## src/rtl/qat_pkg.sv

```systemverilog
// ----------------------------------------------------------------------------
// qat_pkg
// Shared types and character codes for the quoted argument tokenizer.
// ----------------------------------------------------------------------------
`default_nettype none

package qat_pkg;

  // character codes
  localparam logic [7:0] CH_SPACE  = 8'h20;
  localparam logic [7:0] CH_TAB    = 8'h09;
  localparam logic [7:0] CH_NL     = 8'h0A;
  localparam logic [7:0] CH_SQUOTE = 8'h27;
  localparam logic [7:0] CH_DQUOTE = 8'h22;
  localparam logic [7:0] CH_BSLASH = 8'h5C;

  // result kinds
  localparam logic KIND_CHAR = 1'b0;
  localparam logic KIND_END  = 1'b1;

  // most results one byte can cause
  localparam int MAX_RES = 3;

  // one result, without the end-of-run flag
  typedef struct packed {
    logic       kind;
    logic [7:0] char_out;
    logic [7:0] token_index;
    logic       is_command;
  } qat_res_t;

  // all results of one byte, as queued between front and back
  typedef struct packed {
    logic [1:0]                 count;
    qat_res_t [MAX_RES-1:0]     res;
  } qat_bundle_t;

  // append one result to a bundle
  function automatic qat_bundle_t qat_emit(qat_bundle_t b, logic kind, logic [7:0] ch,
                                           logic cmd, logic [7:0] cnt);
    qat_bundle_t nb;
    qat_res_t    r;
    nb            = b;
    r.kind        = kind;
    r.char_out    = ch;
    r.token_index = cmd ? 8'd0 : cnt;
    r.is_command  = cmd;
    if (nb.count != 2'd3) begin
      nb.res[nb.count] = r;
      nb.count         = nb.count + 2'd1;
    end
    return nb;
  endfunction

endpackage

`default_nettype wire

```

## src/rtl/qat_ifs.sv

```systemverilog
// ----------------------------------------------------------------------------
// qat channel interfaces
// Valid/ready channels for configuration, input bytes and results.
// ----------------------------------------------------------------------------
`default_nettype none

interface qat_cfg_if;
  logic valid;
  logic ready;
  logic first_is_command;
  modport source(output valid, output first_is_command, input ready);
  modport sink(input valid, input first_is_command, output ready);
endinterface

interface qat_in_if;
  logic       valid;
  logic       ready;
  logic [7:0] char_in;
  logic       end_of_string;
  modport source(output valid, output char_in, output end_of_string, input ready);
  modport sink(input valid, input char_in, input end_of_string, output ready);
endinterface

interface qat_out_if;
  logic       valid;
  logic       ready;
  logic       kind;
  logic [7:0] char_out;
  logic [7:0] token_index;
  logic       is_command;
  logic       last_of_run;
  modport source(output valid, output kind, output char_out, output token_index,
                 output is_command, output last_of_run, input ready);
  modport sink(input valid, input kind, input char_out, input token_index,
               input is_command, input last_of_run, output ready);
endinterface

`default_nettype wire

```

## src/rtl/quoted_argument_tokenizer_unit.sv

```systemverilog
// ----------------------------------------------------------------------------
// quoted_argument_tokenizer_unit
// Shell-style argument splitter: bytes in, token characters and end marks out.
// ----------------------------------------------------------------------------
// Usage:
//   in_chan  : one byte per transfer, end_of_string set on the last byte.
//   out_chan : token characters (kind 0) and token end marks (kind 1), each
//              with token_index, is_command and last_of_run; a byte gives
//              zero to three results.
//   cfg_chan : first_is_command, always ready; write it while the unit is
//              idle.
// Timing:
//   a byte is classified in the cycle it transfers; its results pass through
//   the bundle queue and then the output register.
//   one byte per cycle enters while the queue has room; results leave one per
//   cycle while out_chan.ready is high. The queue of QUEUE_DEPTH bundles lets
//   the front run ahead while the back drains longer runs.
// Reset: synchronous, clears tokenizer state, the queue and first_is_command.
// Stall: when out_chan.ready is low the output register holds, the queue
//   fills, and in_chan.ready drops once the queue is full.
// ----------------------------------------------------------------------------
`default_nettype none

module quoted_argument_tokenizer_unit
  import qat_pkg::*;
#(
  parameter int QUEUE_DEPTH = 4
) (
  input  wire logic  clk,
  input  wire logic  rst_n,
  qat_cfg_if.sink    cfg_chan,
  qat_in_if.sink     in_chan,
  qat_out_if.source  out_chan
);

  logic        push_valid, push_ready;
  qat_bundle_t push_data;
  logic        pop_valid, pop_ready;
  qat_bundle_t pop_data;

  // configuration is always taken
  assign cfg_chan.ready = 1'b1;

  // classification and state
  qat_front u_front (
    .clk                  (clk),
    .rst_n                (rst_n),
    .cfg_we               (cfg_chan.valid),
    .cfg_first_is_command (cfg_chan.first_is_command),
    .in_valid             (in_chan.valid),
    .in_ready             (in_chan.ready),
    .char_in              (in_chan.char_in),
    .end_of_string        (in_chan.end_of_string),
    .push_valid           (push_valid),
    .push_ready           (push_ready),
    .push_data            (push_data)
  );

  // bundle queue
  qat_fifo #(
    .DEPTH (QUEUE_DEPTH)
  ) u_fifo (
    .clk        (clk),
    .rst_n      (rst_n),
    .push_valid (push_valid),
    .push_ready (push_ready),
    .push_data  (push_data),
    .pop_valid  (pop_valid),
    .pop_ready  (pop_ready),
    .pop_data   (pop_data)
  );

  // result serializer
  qat_back u_back (
    .clk         (clk),
    .rst_n       (rst_n),
    .pop_valid   (pop_valid),
    .pop_ready   (pop_ready),
    .pop_data    (pop_data),
    .out_valid   (out_chan.valid),
    .out_ready   (out_chan.ready),
    .kind        (out_chan.kind),
    .char_out    (out_chan.char_out),
    .token_index (out_chan.token_index),
    .is_command  (out_chan.is_command),
    .last_of_run (out_chan.last_of_run)
  );

endmodule

`default_nettype wire

```

## src/rtl/qat_front.sv

```systemverilog
// ----------------------------------------------------------------------------
// qat_front
// Classifies each byte, updates the tokenizer state and builds the bundle of
// results the byte causes, all in the cycle the byte transfers.
// ----------------------------------------------------------------------------
`default_nettype none

module qat_front
  import qat_pkg::*;
(
  input  wire logic        clk,
  input  wire logic        rst_n,
  input  wire logic        cfg_we,
  input  wire logic        cfg_first_is_command,
  input  wire logic        in_valid,
  output logic             in_ready,
  input  wire logic [7:0]  char_in,
  input  wire logic        end_of_string,
  output logic             push_valid,
  input  wire logic        push_ready,
  output qat_bundle_t      push_data
);

  logic       fic_r;
  logic       in_token_r, in_token_nxt;
  logic       in_quotes_r, in_quotes_nxt;
  logic       esc_r, esc_nxt;
  logic       qdbl_r, qdbl_nxt;
  logic       held_r, held_nxt;
  logic [7:0] cnt_r, cnt_nxt;
  logic       cmd_taken_r, cmd_taken_nxt;
  logic       accept;

  assign in_ready   = push_ready;
  assign accept     = in_valid && in_ready;
  assign push_valid = in_valid && (push_data.count != 2'd0);

  // step through one byte as the sequence of held, process and end-of-string
  always_comb begin
    logic        it, iq, ep, qd, hb, ct, run;
    logic [7:0]  cnt, c, open_q;
    logic        is_sep, is_quote;
    qat_bundle_t b;
    it  = in_token_r;
    iq  = in_quotes_r;
    ep  = esc_r;
    qd  = qdbl_r;
    hb  = held_r;
    ct  = cmd_taken_r;
    cnt = cnt_r;
    c   = char_in;
    b   = '0;
    run = 1'b1;
    open_q   = qd ? CH_DQUOTE : CH_SQUOTE;
    is_sep   = (c == CH_SPACE) || (c == CH_TAB) || (c == CH_NL);
    is_quote = (c == CH_SQUOTE) || (c == CH_DQUOTE);

    // resolve a backslash held inside quotes
    if (hb) begin
      hb = 1'b0;
      if (c == open_q) begin
        b   = qat_emit(b, KIND_CHAR, c, fic_r && !ct, cnt);
        run = 1'b0;
      end else begin
        b = qat_emit(b, KIND_CHAR, CH_BSLASH, fic_r && !ct, cnt);
      end
    end

    // classify the byte
    if (run) begin
      if (ep) begin
        ep = 1'b0;
        it = 1'b1;
        b  = qat_emit(b, KIND_CHAR, c, fic_r && !ct, cnt);
      end else if (iq) begin
        if (c == CH_BSLASH) begin
          hb = 1'b1;
        end else if (c == open_q) begin
          b = qat_emit(b, KIND_END, 8'd0, fic_r && !ct, cnt);
          if (fic_r && !ct) ct = 1'b1;
          else if (cnt != 8'hFF) cnt = cnt + 8'd1;
          it = 1'b0;
          iq = 1'b0;
        end else begin
          b = qat_emit(b, KIND_CHAR, c, fic_r && !ct, cnt);
        end
      end else if (is_sep) begin
        if (it) begin
          b = qat_emit(b, KIND_END, 8'd0, fic_r && !ct, cnt);
          if (fic_r && !ct) ct = 1'b1;
          else if (cnt != 8'hFF) cnt = cnt + 8'd1;
          it = 1'b0;
          iq = 1'b0;
        end
      end else if (is_quote) begin
        if (!it) begin
          it = 1'b1;
          iq = 1'b1;
          qd = (c == CH_DQUOTE);
        end
      end else if (c == CH_BSLASH) begin
        ep = 1'b1;
      end else begin
        it = 1'b1;
        b  = qat_emit(b, KIND_CHAR, c, fic_r && !ct, cnt);
      end
    end

    // end of string flushes and clears
    if (end_of_string) begin
      if (hb) b = qat_emit(b, KIND_CHAR, CH_BSLASH, fic_r && !ct, cnt);
      if (it) b = qat_emit(b, KIND_END, 8'd0, fic_r && !ct, cnt);
      it  = 1'b0;
      iq  = 1'b0;
      ep  = 1'b0;
      qd  = 1'b0;
      hb  = 1'b0;
      cnt = 8'd0;
      ct  = 1'b0;
    end

    push_data     = b;
    in_token_nxt  = it;
    in_quotes_nxt = iq;
    esc_nxt       = ep;
    qdbl_nxt      = qd;
    held_nxt      = hb;
    cnt_nxt       = cnt;
    cmd_taken_nxt = ct;
  end

  // tokenizer state and configuration register
  always_ff @(posedge clk) begin
    if (!rst_n) begin
      fic_r       <= 1'b0;
      in_token_r  <= 1'b0;
      in_quotes_r <= 1'b0;
      esc_r       <= 1'b0;
      qdbl_r      <= 1'b0;
      held_r      <= 1'b0;
      cnt_r       <= 8'd0;
      cmd_taken_r <= 1'b0;
    end else begin
      if (cfg_we) fic_r <= cfg_first_is_command;
      if (accept) begin
        in_token_r  <= in_token_nxt;
        in_quotes_r <= in_quotes_nxt;
        esc_r       <= esc_nxt;
        qdbl_r      <= qdbl_nxt;
        held_r      <= held_nxt;
        cnt_r       <= cnt_nxt;
        cmd_taken_r <= cmd_taken_nxt;
      end
    end
  end

`ifndef SYNTH
  a_held_in_quotes: assert property (@(posedge clk) disable iff (!rst_n)
    held_r |-> in_quotes_r) else $error("held backslash outside quotes");
  a_esc_not_quoted: assert property (@(posedge clk) disable iff (!rst_n)
    esc_r |-> !in_quotes_r) else $error("escape pending inside quotes");
  a_quotes_in_token: assert property (@(posedge clk) disable iff (!rst_n)
    in_quotes_r |-> in_token_r) else $error("quoted state without open token");
`endif

endmodule

`default_nettype wire

```

## src/rtl/qat_fifo.sv

```systemverilog
// ----------------------------------------------------------------------------
// qat_fifo
// Short queue of result bundles between the front and the back.
// ----------------------------------------------------------------------------
`default_nettype none

module qat_fifo
  import qat_pkg::*;
#(
  parameter int DEPTH = 4
) (
  input  wire logic         clk,
  input  wire logic         rst_n,
  input  wire logic         push_valid,
  output logic              push_ready,
  input  wire qat_bundle_t  push_data,
  output logic              pop_valid,
  input  wire logic         pop_ready,
  output qat_bundle_t       pop_data
);

  localparam int PW = (DEPTH > 1) ? $clog2(DEPTH) : 1;
  localparam int CW = $clog2(DEPTH + 1);
  localparam logic [PW-1:0] LAST_PTR = PW'(DEPTH - 1);
  localparam logic [CW-1:0] FULL_CNT = CW'(DEPTH);

  qat_bundle_t   mem_r [DEPTH];
  logic [PW-1:0] wr_ptr_r, rd_ptr_r;
  logic [CW-1:0] count_r;
  logic          do_push, do_pop;

  assign push_ready = (count_r != FULL_CNT);
  assign pop_valid  = (count_r != '0);
  assign pop_data   = mem_r[rd_ptr_r];
  assign do_push    = push_valid && push_ready;
  assign do_pop     = pop_valid && pop_ready;

  // storage
  always_ff @(posedge clk) begin
    if (do_push) mem_r[wr_ptr_r] <= push_data;
  end

  // pointers and fill level
  always_ff @(posedge clk) begin
    if (!rst_n) begin
      wr_ptr_r <= '0;
      rd_ptr_r <= '0;
      count_r  <= '0;
    end else begin
      if (do_push) wr_ptr_r <= (wr_ptr_r == LAST_PTR) ? '0 : wr_ptr_r + 1'b1;
      if (do_pop)  rd_ptr_r <= (rd_ptr_r == LAST_PTR) ? '0 : rd_ptr_r + 1'b1;
      if (do_push && !do_pop)      count_r <= count_r + 1'b1;
      else if (do_pop && !do_push) count_r <= count_r - 1'b1;
    end
  end

endmodule

`default_nettype wire

```

## src/rtl/qat_back.sv

```systemverilog
// ----------------------------------------------------------------------------
// qat_back
// Unpacks queued bundles into single results and loads them into the output
// register, one per cycle while the register is empty or being taken.
// ----------------------------------------------------------------------------
`default_nettype none

module qat_back
  import qat_pkg::*;
(
  input  wire logic         clk,
  input  wire logic         rst_n,
  input  wire logic         pop_valid,
  output logic              pop_ready,
  input  wire qat_bundle_t  pop_data,
  output logic              out_valid,
  input  wire logic         out_ready,
  output logic              kind,
  output logic [7:0]        char_out,
  output logic [7:0]        token_index,
  output logic              is_command,
  output logic              last_of_run
);

  logic       out_valid_r;
  qat_res_t   res_r;
  logic       last_r;
  logic [1:0] sub_r;
  logic       load;
  logic       is_last;

  assign load      = pop_valid && (!out_valid_r || out_ready);
  assign is_last   = (sub_r == pop_data.count - 2'd1);
  assign pop_ready = load && is_last;

  assign out_valid   = out_valid_r;
  assign kind        = res_r.kind;
  assign char_out    = res_r.char_out;
  assign token_index = res_r.token_index;
  assign is_command  = res_r.is_command;
  assign last_of_run = last_r;

  // output register payload
  always_ff @(posedge clk) begin
    if (load) begin
      res_r  <= pop_data.res[sub_r];
      last_r <= is_last;
    end
  end

  // output valid and position within the bundle
  always_ff @(posedge clk) begin
    if (!rst_n) begin
      out_valid_r <= 1'b0;
      sub_r       <= 2'd0;
    end else begin
      if (load) begin
        out_valid_r <= 1'b1;
        sub_r       <= is_last ? 2'd0 : sub_r + 2'd1;
      end else if (out_ready) begin
        out_valid_r <= 1'b0;
      end
    end
  end

`ifndef SYNTH
  a_sub_has_head: assert property (@(posedge clk) disable iff (!rst_n)
    (sub_r != 2'd0) |-> pop_valid) else $error("partial bundle without queue head");
  a_sub_in_range: assert property (@(posedge clk) disable iff (!rst_n)
    (sub_r != 2'd0) |-> (sub_r < pop_data.count)) else $error("result slot past bundle");
  a_head_nonempty: assert property (@(posedge clk) disable iff (!rst_n)
    pop_valid |-> (pop_data.count != 2'd0)) else $error("empty bundle queued");
`endif

endmodule

`default_nettype wire

```

## src/flat_wrapper.sv

```systemverilog
// flat-port wrapper written by rule: the top's interface ports become plain ports
module quoted_argument_tokenizer_unit_flat import qat_pkg::*;
#(
  parameter int QUEUE_DEPTH = 4
)
  (clk, rst_n, cfg_chan_valid, cfg_chan_first_is_command, cfg_chan_ready, in_chan_valid, in_chan_char_in, in_chan_end_of_string, in_chan_ready, out_chan_valid, out_chan_kind, out_chan_char_out, out_chan_token_index, out_chan_is_command, out_chan_last_of_run, out_chan_ready);
  qat_cfg_if cfg_chan_i ();
  qat_in_if in_chan_i ();
  qat_out_if out_chan_i ();
  input  wire logic clk;
  input  wire logic rst_n;
  input wire logic [$bits(cfg_chan_i.valid)-1:0] cfg_chan_valid;
  input wire logic [$bits(cfg_chan_i.first_is_command)-1:0] cfg_chan_first_is_command;
  output wire logic [$bits(cfg_chan_i.ready)-1:0] cfg_chan_ready;
  input wire logic [$bits(in_chan_i.valid)-1:0] in_chan_valid;
  input wire logic [$bits(in_chan_i.char_in)-1:0] in_chan_char_in;
  input wire logic [$bits(in_chan_i.end_of_string)-1:0] in_chan_end_of_string;
  output wire logic [$bits(in_chan_i.ready)-1:0] in_chan_ready;
  output wire logic [$bits(out_chan_i.valid)-1:0] out_chan_valid;
  output wire logic [$bits(out_chan_i.kind)-1:0] out_chan_kind;
  output wire logic [$bits(out_chan_i.char_out)-1:0] out_chan_char_out;
  output wire logic [$bits(out_chan_i.token_index)-1:0] out_chan_token_index;
  output wire logic [$bits(out_chan_i.is_command)-1:0] out_chan_is_command;
  output wire logic [$bits(out_chan_i.last_of_run)-1:0] out_chan_last_of_run;
  input wire logic [$bits(out_chan_i.ready)-1:0] out_chan_ready;
  assign cfg_chan_i.valid = cfg_chan_valid;
  assign cfg_chan_i.first_is_command = cfg_chan_first_is_command;
  assign cfg_chan_ready = cfg_chan_i.ready;
  assign in_chan_i.valid = in_chan_valid;
  assign in_chan_i.char_in = in_chan_char_in;
  assign in_chan_i.end_of_string = in_chan_end_of_string;
  assign in_chan_ready = in_chan_i.ready;
  assign out_chan_valid = out_chan_i.valid;
  assign out_chan_kind = out_chan_i.kind;
  assign out_chan_char_out = out_chan_i.char_out;
  assign out_chan_token_index = out_chan_i.token_index;
  assign out_chan_is_command = out_chan_i.is_command;
  assign out_chan_last_of_run = out_chan_i.last_of_run;
  assign out_chan_i.ready = out_chan_ready;
  quoted_argument_tokenizer_unit #(.QUEUE_DEPTH(QUEUE_DEPTH)) u_core (.clk(clk), .rst_n(rst_n), .cfg_chan(cfg_chan_i), .in_chan(in_chan_i), .out_chan(out_chan_i));
endmodule
```

## config.mk

```make
export PLATFORM = sky130hd
export DESIGN_NAME = quoted_argument_tokenizer_unit_flat
export DESIGN_NICKNAME = d
export VERILOG_FILES = /design/src/rtl/qat_pkg.sv /design/src/rtl/qat_ifs.sv /design/src/rtl/quoted_argument_tokenizer_unit.sv /design/src/rtl/qat_front.sv /design/src/rtl/qat_fifo.sv /design/src/rtl/qat_back.sv /design/src/flat_wrapper.sv
export SDC_FILE = /design/constraint.sdc
export NUM_CORES = 1
export LEC_CHECK = 0
export ABC_AREA = 1
export BUFFER_PORTS_ARGS = -buffer_cell sky130_fd_sc_hd__buf_2
export CAP_MARGIN = 20
export CORE_MARGIN = 5
export CORE_UTILIZATION = 42
export DETAILED_ROUTE_END_ITERATION = 10
export PLACE_DENSITY = 0.58
export SLEW_MARGIN = 40
export SYNTH_ARGS = -nofsm -noshare
export SYNTH_HDL_FRONTEND = slang
export SYNTH_SLANG_ARGS = --single-unit
```

## constraint.sdc

```tcl
create_clock -name clk -period 13.4 [get_ports clk]
set_input_delay 2.68 -clock clk [delete_from_list [all_inputs] [get_ports clk]]
set_output_delay 2.68 -clock clk [all_outputs]
set_load 0.02 [all_outputs]
```

==> metrics.md <==
| Metric | Value |
|---|---|
| Status | finished, final reports clean |
| Final Skew | 0.0192 ns |
| P per Cell Area | 174 nW/um^2 |
| Post-synthesis sequential area ratio | 0.644 |
| Synth Area in Simple Gates | 0.156 |
| Crit path kind | in -> reg |
| Async S/R FF share, synth | 0 |
| Die X-Extent | 171 um |
| Filler cells | 2276 |
| Share of layout cells above drive strength 1 | 0.134 |
| Hold Path Class | reg -> reg |
| Proportion of synthesized area in mux cells | 0 |
| Syn Area/Cell | 10.6 um^2 |
| Hold Worst Slack | 0.473 ns |
| Reg2Reg Setup Slack | 9.63 ns |
| Critical path launch point type | primary input |
| Dominant combinational cell family by area after synthesis | simple AND/OR/NAND/NOR gates |
| Synth warn | 0 |
| Synth Area in XOR/XNOR | 0.00403 |
| First-pass GRT wire length | 40900 um |
| Clk sink count | 242 |
| Final WL | 26000 um |
| CTS Buffer Depth | 3 |
| Wirelength per Cell | 18.6 um |
| Vias | 7465 |
| Maximum vdd drop | 92.2 uV |
| Post-CTS Setup Bufs | 0 |
| Ys flop type | edfxtp_1 |
| Setup-failing EPs final | 0 |
| NumNets Final | 1077 |
| Multi-input logic area | 3380 um^2 |
| Syn Std Cell Area | 10900 um^2 |
| Seq cells post-synth | 242 |
| DRT Pass-1 Iters | 5 |
| Setup TNS | 0 ns |
| CTS root buf | clkbuf_16 |
| Worst hold start | u_core.u_front.cmd_taken_r |
| Synth Area in Compound Gates | 0.133 |
| Post-CTS Hold Buffers | 0 |
| I/O pin total | 37 |
| Core Footprint | 25300 um^2 |
| Tcrit/Tclk final | 0.426 |
| Htree depth | 1 |
| Global-route usage over all layers | 0.181 |
| Fmax achieved | 175 MHz |
| Final antenna-violating net count | 0 |
| CTS tree | yes |
| Register-to-Register Path Depth | 21 |
| Diode count | 0 |
| Sequential Area | 7000 um^2 |
| I/O Buffers | 35 |
| Die H | 171 um |
| Final Core Density | 0.485 |
| Placed cell area | 11400 um^2 |
| Final hold vios | 0 |
| Leak Pwr | 4.40 nW |
| Vias in the first global route | 7353 |
| DR iter-0 viols | 586 |
| Post-route setup slack | 7.70 ns |
| CP Capture Type | register |
| Setup WS pre-CTS | 7.17 ns |
| Max Cap Viol | 0 |
| Hold depth | 2 |
| Post-Syn Instances | 1023 |
| Clock latency on the worst-skew pair | 0.53 ns |
| Vias per cell | 5.34 |
| Worst Tran Pin Value | 0.829 ns |
| Slew Limit Fails | 0 |
| Slew HR | 0.442 |
| Starting Density | 0.429 |
| Unrepaired setup endpoints after global routing | no |
| GPL Wtd Cong | 0.885 |
| Critical-path maximum fanout | 6 |
| Worst r2r src | u_core.u_front.held_r |
| Die area | 29200 um^2 |
| Total grt overflow | 0 |
| Syn-to-layout area delta | 13.1% |
| CP required | 13.82 ns |
| Cts bufs inserted | 26 |
| Synthesized net count | 1049 |
| Largest net degree at the start of global routing | 99 |
| Post-cts resize count | 0 |
| Tmin final | 5.70 ns |
| Site row count | 58 |
| DP HPWL | 15300 um |
| Synth Area in Adders | 0.0134 |
| # DRC | 0 |
| Arrival time at the worst endpoint | 6.12 ns |
| Yosys cell types | 45 |
| FF-to-FF End | u_core.u_fifo.count_r[2] |
| EDFF count, synth | 215 |
| Post-route cell area | 12300 um^2 |
| Reg clk slew, reported paths | 0.06 ns |
| Worst Hold End | u_core.u_front.cmd_taken_r |
| Initial antenna violation count | 0 |
cell usage in the layout (no fill, tap or decap), types with 7 or more instances in the layout:
cell       Yosys  final
o22ai_1       26     26
nor2_1       159    154
o221ai_1      20     20
nand3_2        8      8
nand2_2        8      8
dfxtp_1       27     26
o21ai_2        7      7
nand3_1       34     34
o211ai_1      12     12
ha_1          10     10
inv_1         78     78
o21ai_0      118    118
edfxtp_1     215    215
a21oi_1       31     31
nand4_1        7      7
nand2_1      140    140
nor3_1        13     13
inv_2          8      9
buf_4          1      9
clkbuf_16      0     27
buf_2          2     35
critical path, stage by stage:
cell     delay, ns
buf_2         0.14
inv_1         0.10
nand2_1       0.09
nor3_1        0.14
nand2_1       0.17
ha_1          0.25
or2_2         0.30
nand3_2       0.09
nand3_2       0.09
nand2_4       0.10
inv_2         0.05
a21oi_4       0.14
nand3_1       0.16
nand3_1       0.15
nand2_1       0.14
nand2_1       0.33
inv_1         0.09
ha_1          0.20
inv_1         0.11
fa_1          0.40
o21ai_0       0.15
a21oi_1       0.05
per-layer routing:
| metal | vias up | wire, um | global-route usage |
|---|---|---|---|
| met1 | 3580 | 11700 | 0.247 |
| met2 | 174 | 12500 | 0.306 |
| met5 | - | 0 | 0 |
| li1 | 3672 | - | - |
| met4 | 0 | 556 | 0.0479 |
| met3 | 39 | 1280 | 0.0243 |
registers in the layout (all words and copies together) (netlist names), 2 cells and up, named ones only:
signal and count:
u_core.u_back.char_out 8, u_core.u_back.sub_r 2, u_core.u_fifo.mem_r 196, u_core.u_front.cnt_r 8
u_core.u_fifo.count_r 3, u_core.u_fifo.rd_ptr_r 2, u_core.u_back.token_index 8, u_core.u_fifo.wr_ptr_r 2
metrics by stage:
stage | power [mW] | cells
floorplan | 1.27 | 1023
global placement | 1.43 | 1352
detailed placement | 1.44 | 1353
CTS | 2.17 | 1399
global route | 2.25 | 1399
finish | 2.14 | 1399
cell usage after synthesis, types with 10 or more instances:
cell type	n	area, um^2
nor2_1	159	597
nand2_1	140	526
a21oi_1	31	155
o21ai_0	118	591
ha_1	10	125
o22ai_1	26	163
dfxtp_1	27	541
nand3_1	34	170
o221ai_1	20	175
inv_1	78	293
nor3_1	13	65.1
edfxtp_1	215	6460
o211ai_1	12	90.1
clkbuf_1	43	161
power by group:
group          leakage [nW]  internal (mW)  total, mW  switching (mW)
logic                  1.78          0.133      0.462           0.329
registers              2.20          0.933      0.955          0.0214
clock network         0.419          0.442      0.722           0.279
cells by family after synthesis:
| family | Yosys count |
|---|---|
| AND/OR/NAND/NOR | 388 |
| AO/OA/AOI/OAI | 240 |
| XOR/XNOR | 5 |
| other | 1 |
| flip-flops | 242 |
| buffers and inverters | 136 |
| adder cells (fa/ha/maj) | 11 |
area by class of cell:
type	instances	share of cell area
repair buffers	47	0.0228
multi-input cells	645	0.275
clock inverters	15	0.0146
clock buffers	31	0.0562
well taps	330	0.0336
flip-flops and latches	242	0.570
inverters	89	0.0276
how the worst max path moves through the flow:
stage	slack, ns	end	depth (start not counted)	from
floorplan	6.66	u_core.u_fifo.mem_r[0][0]	15	in_chan_char_in[1]
global placement	7.28	u_core.u_fifo.count_r[2]	25	in_chan_char_in[1]
detailed placement	7.17	u_core.u_fifo.count_r[1]	22	in_chan_char_in[1]
CTS	7.71	u_core.u_fifo.count_r[1]	22	in_chan_char_in[1]
global route	7.30	u_core.u_fifo.count_r[2]	25	in_chan_char_in[1]
finish	7.70	u_core.u_fifo.count_r[1]	22	in_chan_char_in[1]
(Power assumes the default switching activity.)
